File: config.mk
export PLATFORM = sky130hd
export DESIGN_NAME = lfug_ring
export DESIGN_NICKNAME = d
export VERILOG_FILES = /design/src/lagged_fibonacci_uniform_generator_defines.svh /design/src/lfug_pkg.sv /design/src/lfug_cell.sv /design/src/lfug_ring.sv
export SDC_FILE = /design/constraint.sdc
export NUM_CORES = 2
export LEC_CHECK = 0
export BUFFER_PORTS_ARGS = -buffer_cell sky130_fd_sc_hd__buf_2
export CORE_ASPECT_RATIO = 1.25
export CORE_MARGIN = 5
export CORE_UTILIZATION = 30
export DETAILED_ROUTE_END_ITERATION = 6
export HOLD_SLACK_MARGIN = 0.15
export PLACE_DENSITY_LB_ADDON = 0.05
export SLEW_MARGIN = 5
export SYNTH_ARGS = -nofsm -noshare
export SYNTH_HDL_FRONTEND = slang
export SYNTH_HIERARCHICAL = 1
export SYNTH_SLANG_ARGS = --single-unit
File: constraint.sdc
create_clock -name clk -period 1.52 [get_ports clk]
set_input_delay 0.076 -clock clk [delete_from_list [all_inputs] [get_ports clk]]
set_output_delay 0.076 -clock clk [all_outputs]
set_load 0.02 [all_outputs]
File: src/lagged_fibonacci_uniform_generator_defines.svh
`ifndef LAGGED_FIBONACCI_UNIFORM_GENERATOR_DEFINES_SVH
`define LAGGED_FIBONACCI_UNIFORM_GENERATOR_DEFINES_SVH

// same-cycle implication
`define LFUG_ASSERT_NOW(label, ante, cons, msg) \
  label: assert property (@(posedge clk) disable iff (rst) (ante) |-> (cons)) \
    else $error(msg);

// next-cycle implication
`define LFUG_ASSERT_NEXT(label, ante, cons, msg) \
  label: assert property (@(posedge clk) disable iff (rst) (ante) |=> (cons)) \
    else $error(msg);

`endif

File: src/lfug_pkg.sv
package lfug_pkg;

  localparam int TBL_LEN   = 97;
  localparam int TAP_SHORT = 64;
  localparam int ENTRY_W   = 25;
  localparam int FRAC_W    = 24;
  localparam int MAX_W     = 31;
  localparam int SEED_W    = 32;
  localparam int GRP_ORD   = 178;
  localparam int MOD_P     = 179;
  localparam int L_MOD     = 169;

  localparam logic REQ_RESEED = 1'b0;
  localparam logic REQ_DRAW   = 1'b1;

  localparam logic [ENTRY_W-1:0] ONE_UNIT   = 25'h100_0000;
  localparam logic [FRAC_W-1:0]  CARRY_INIT = 24'd362436;
  localparam logic [ENTRY_W-1:0] CARRY_STEP = 25'd7654321;
  localparam logic [FRAC_W-1:0]  CARRY_MOD  = 24'd16777213;

  localparam logic [15:0] SEED_A_MAX = 16'd31328;
  localparam logic [15:0] SEED_B_MAX = 16'd30081;
  localparam logic [15:0] DEF_A      = 16'd1802;
  localparam logic [15:0] DEF_B      = 16'd9373;
  localparam logic [14:0] DIV_A      = 15'd177;
  localparam logic [14:0] DIV_B      = 15'd169;
  localparam logic [8:0]  ORD_L      = 9'd178;

  localparam logic [4:0] LAST_BIT  = 5'd23;
  localparam logic [6:0] LAST_WORD = 7'd96;

  typedef logic [ENTRY_W-1:0] entry_t;

  typedef struct packed {
    logic fwd;
    logic back;
  } ring_ctrl_t;

  typedef struct packed {
    logic push;
    logic last;
  } fill_t;

  typedef enum logic [1:0] {
    ST_IDLE,
    ST_SEED,
    ST_DRAW,
    ST_MULT
  } top_state_t;

  typedef enum logic [1:0] {
    PH_IDLE,
    PH_DIV,
    PH_RUN
  } seed_phase_t;

  // powers of the primitive root 2 modulo 179
  function automatic logic [GRP_ORD-1:0][7:0] build_exp();
    logic [GRP_ORD-1:0][7:0] t;
    logic [8:0] v;
    t = '0;
    v = 9'd1;
    for (int e = 0; e < GRP_ORD; e++) begin
      t[e] = v[7:0];
      v = v << 1;
      if (v >= 9'(MOD_P)) begin
        v = v - 9'(MOD_P);
      end
    end
    return t;
  endfunction

  localparam logic [GRP_ORD-1:0][7:0] EXP_TBL = build_exp();

  function automatic logic [MOD_P-1:0][7:0] build_log();
    logic [MOD_P-1:0][7:0] t;
    t = '0;
    for (int e = 0; e < GRP_ORD; e++) begin
      t[EXP_TBL[e]] = 8'(e);
    end
    return t;
  endfunction

  localparam logic [MOD_P-1:0][7:0] LOG_TBL = build_log();

  // (53*l + 1) mod 169
  function automatic logic [L_MOD-1:0][7:0] build_nextl();
    logic [L_MOD-1:0][7:0] t;
    logic [8:0] v;
    t = '0;
    v = 9'd1;
    for (int l = 0; l < L_MOD; l++) begin
      t[l] = v[7:0];
      v = v + 9'd53;
      if (v >= 9'(L_MOD)) begin
        v = v - 9'(L_MOD);
      end
    end
    return t;
  endfunction

  localparam logic [L_MOD-1:0][7:0] NEXTL_TBL = build_nextl();

endpackage

File: src/lfug_cell.sv
module lfug_cell import lfug_pkg::*; (
  input  logic       clk,
  input  ring_ctrl_t ctrl,
  input  entry_t     left,
  input  entry_t     right,
  output entry_t     q
);

  always_ff @(posedge clk) begin
    if (ctrl.fwd) begin
      q <= right;
    end else if (ctrl.back) begin
      q <= left;
    end
  end

endmodule

File: src/lfug_ring.sv
module lfug_ring import lfug_pkg::*; (
  input  logic       clk,
  input  ring_ctrl_t ctrl,
  input  entry_t     fill_word,
  input  entry_t     head_word,
  output entry_t     tap_long,
  output entry_t     tap_short
);

  entry_t q [TBL_LEN];

  // cell c holds table entry (long index - c) mod 97
  for (genvar c = 0; c < TBL_LEN; c++) begin : g_cell
    entry_t left;
    entry_t right;

    if (c == 0) begin : g_first
      assign left = fill_word;
    end else begin : g_mid_l
      assign left = q[c-1];
    end

    if (c == TBL_LEN - 1) begin : g_last
      assign right = head_word;
    end else begin : g_mid_r
      assign right = q[c+1];
    end

    lfug_cell u_cell (
      .clk   (clk),
      .ctrl  (ctrl),
      .left  (left),
      .right (right),
      .q     (q[c])
    );
  end

  assign tap_long  = q[0];
  assign tap_short = q[TAP_SHORT];

endmodule

==> flow_metrics.py <==
metrics = {
    "run_status": {
        "status": "finished, violations left",
        "violations": "setup timing",
    },
    "die": {
        "fp.coreArea_um2": 374000,
        "floorplan.die_area_um2": 388000,
        "die_height_um": 695,
        "chipWidth_um": 558,
        "initial_core_util_pct": 30.1,
        "fp-row-count": 251,
        "ioPinCount": 103,
    },
    "synth": {
        "seq_cells_post_synth": 2425,
        "yosysWarnings": 6,
        "synth-seq-area-share_pct": 64.7,
        "synth.cell_area_um2": 113000,
        "netlist-cell-type-count": 6,
        "mappedNetlistNets": 5291,
        "synthCells": 5238,
        "postSynthAreaPerCell_um2": 21.5,
    },
    "sta": {
        "period_minus_slack_ns": 1.65,
        "worst_slew_margin_rel_pct": 70.2,
        "fmax_mhz": 607,
        "timing.final.setup_violations": 18,
        "finalSetupTns_ns": -0.996,
        "post-route-worst-setup-slack_ns": -0.127,
        "hold_violations": 0,
        "layout_worst_path_cycle_share_pct": 108,
        "finClkSkew_ns": 0.0418,
        "hold_ws_ns": 0.288,
        "count_of_pins_over_their_slew_limit": 0,
        "slew_at_the_pin_closest_to_its_max_slew_limit_ns": 0.447,
        "rsz_0062_raised_after_global_routing": "true",
    },
    "clock_network": {
        "cts_made_buffers": 286,
        "tritoncts": "yes",
        "clockRootBuffer": "clkbuf_16",
        "worst_setup_hold_path_clk_slew_ns": 0.06,
        "clkSinkCount": 2425,
        "cts-htree-levels": 5,
        "cts_max_path_buffers": 4,
        "clock_insertion_delay_worst_skew_ns": 0.88,
    },
    "finish": {
        "nets": 5999,
        "largest-register": "g_cell.u_cell/q",
        "biggestRegsByFlops": "g_cell.u_cell/q (2425)",
        "fill_cells": 35000,
        "largest_register_ffs": 2425,
        "multi_input_gate_area_in_the_final_layout_um2": 34800,
        "post_route_design_area_um2": 131000,
        "ff_latch_area_um2": 72800,
        "synthToLayoutAreaGrowth_pct": 16.3,
        "instances_no_fill": 11100,
        "layout-drive-gt1-share_pct": 54.8,
        "utilization_pct": 35.0,
    },
    "setup_path": {
        "startpoint_type": "flop",
        "crit_family": "flip-flops",
        "timing.critical_path.cells": "buf_6",
        "cp_slowest_cell": "edfxtp_1",
        "critPathMaxFanout": 2,
        "critPathArrivalTime_ns": 1.57,
        "critPathRequiredTime_ns": 1.44,
        "crit_type": "flop to primary output",
        "timing.critical_path.buf_inv": 1,
        "worst_setup_path_end_kind": "primary output",
        "max_stage_delay_ns": 0.51,
    },
    "pwr": {
        "p_leak_nw": 51.1,
        "power_density_nw_per_um2": 1460,
        "p_total_mw": 191,
        "ir_worst_vdd_v": 0.000722,
    },
    "detailed_routing": {
        "detail_route.iter0.violations": 2763,
        "routed_via_density": 4.37,
        "routed_wl_mm": 253,
        "detailedRoute.firstPassIterationCount": 5,
        "route.detailed.drc": 0,
        "routed-via-count": 48500,
        "detail-route-antenna-nets": 0,
        "wl_per_cell_um": 22.7,
    },
    "placement": {
        "detailed_place_hpwl_mm": 172,
        "number_of_placed_instances_with_taps_included": 10400,
        "dpl_cell_area_um2": 120000,
        "io_buffer_count": 102,
        "gp_routability_congestion": 0.684,
        "dp_worst_setup_slack_ns": -0.203,
    },
    "global_routing": {
        "wire_length_of_the_first_global_routing_pass_mm": 371,
        "gr-total-overflow": 0,
        "via_count_of_the_first_global_routing_pass": 54500,
        "grt_start_max_net_pins": 48,
        "initial_antenna_violation_count": 3,
        "global_route.usage.total_pct": 12.5,
    },
    "worst_hold_path": {
        "hold_path_class": "input port to flop",
    },
    "job": {
        "cap_violations": 0,
    },
}
-- layer usage --
metal / track usage (%) / vias up / routed length, µm
met3: 1.93 / 321 / 7330
li1: - / 22100 / -
met5: 0 / - / 12
met1: 14.8 / 25500 / 105000
met2: 23.6 / 534 / 136000
met4: 2.60 / 2 / 4510
-- cells by family after synthesis --
kind of cell / after synthesis / share of synthesized area, %
simple gates: 97 / 0.539
flops: 2425 / 64.7
buf+inv: 291 / 4.42
mux: 2425 / 30.4
-- cell usage after synthesis --
cell      count  area, µm²
buf_12      194       3880
buf_6        97       1090
edfxtp_1   2425      72800
mux2_2      582       6550
mux2_4     1843      27700
or2_1        97        607
-- where the power goes --
| group | total (mW) | switching, mW | internal [mW] |
|---|---|---|---|
| combinational | 25.4 | 7.29 | 18.2 |
| sequential | 99.7 | 9.71 | 89.9 |
| clock | 66.4 | 28.2 | 38.2 |
| total | 191 | 45.2 | 146 |
-- worst register-to-register path, cell delays in order, from the launching register on --
cell,delay [ns]
edfxtp_1,0.42
mux2_4,0.27
dlygate4sd3_1,0.56
-- repair_timing --
| action | CTS | global route |
|---|---|---|
| pin swaps | 0 | 0 |
| setup buffers | 46 | 17 |
| endpoints found under the setup margin | 50 | 71 |
| hold buffers | 132 | 0 |
| gates cloned | 0 | 1 |
| hold endpoints to repair | 1552 | 0 |
| gates resized for setup | 90 | 12 |
-- path summary, 6_finish.rpt --
| path | start | end | slack [ns] | cells past startpoint |
|---|---|---|---|---|
| worst max-delay path | g_cell[64].u_cell/q[11]$_DFFE_PP_ | tap_short[11] | -0.13 | 1 |
| worst min-delay path | ctrl[1] | g_cell[47].u_cell/q[0]$_DFFE_PP_ | 0.29 | 6 |
| worst max register to register | g_cell[1].u_cell/q[9]$_DFFE_PP_ | g_cell[0].u_cell/q[9]$_DFFE_PP_ | 0.02 | 2 |
| worst min register to register | g_cell[96].u_cell/q[19]$_DFFE_PP_ | g_cell[95].u_cell/q[19]$_DFFE_PP_ | 0.55 | 1 |
-- cell usage in the layout, fill, tap and decap left out, drive strengths merged --
master       instances
buf                584
dlygate4sd3        126
edfxtp            2425
clkinv             107
or2                 97
inv                  5
mux2              2425
clkbuf             381
bufinv              13
diode                1
clkinvlp             6
-- final cells by class --
class	count	share of cell area, %
diodes	1	0.00191
clock buffers	380	5.94
clock inverters	131	0.772
multi-input cells	2522	26.6
flip-flops and latches	2425	55.6
well taps	4933	4.71
repair buffers	711	6.38
Power figures use the tool's default switching activity.
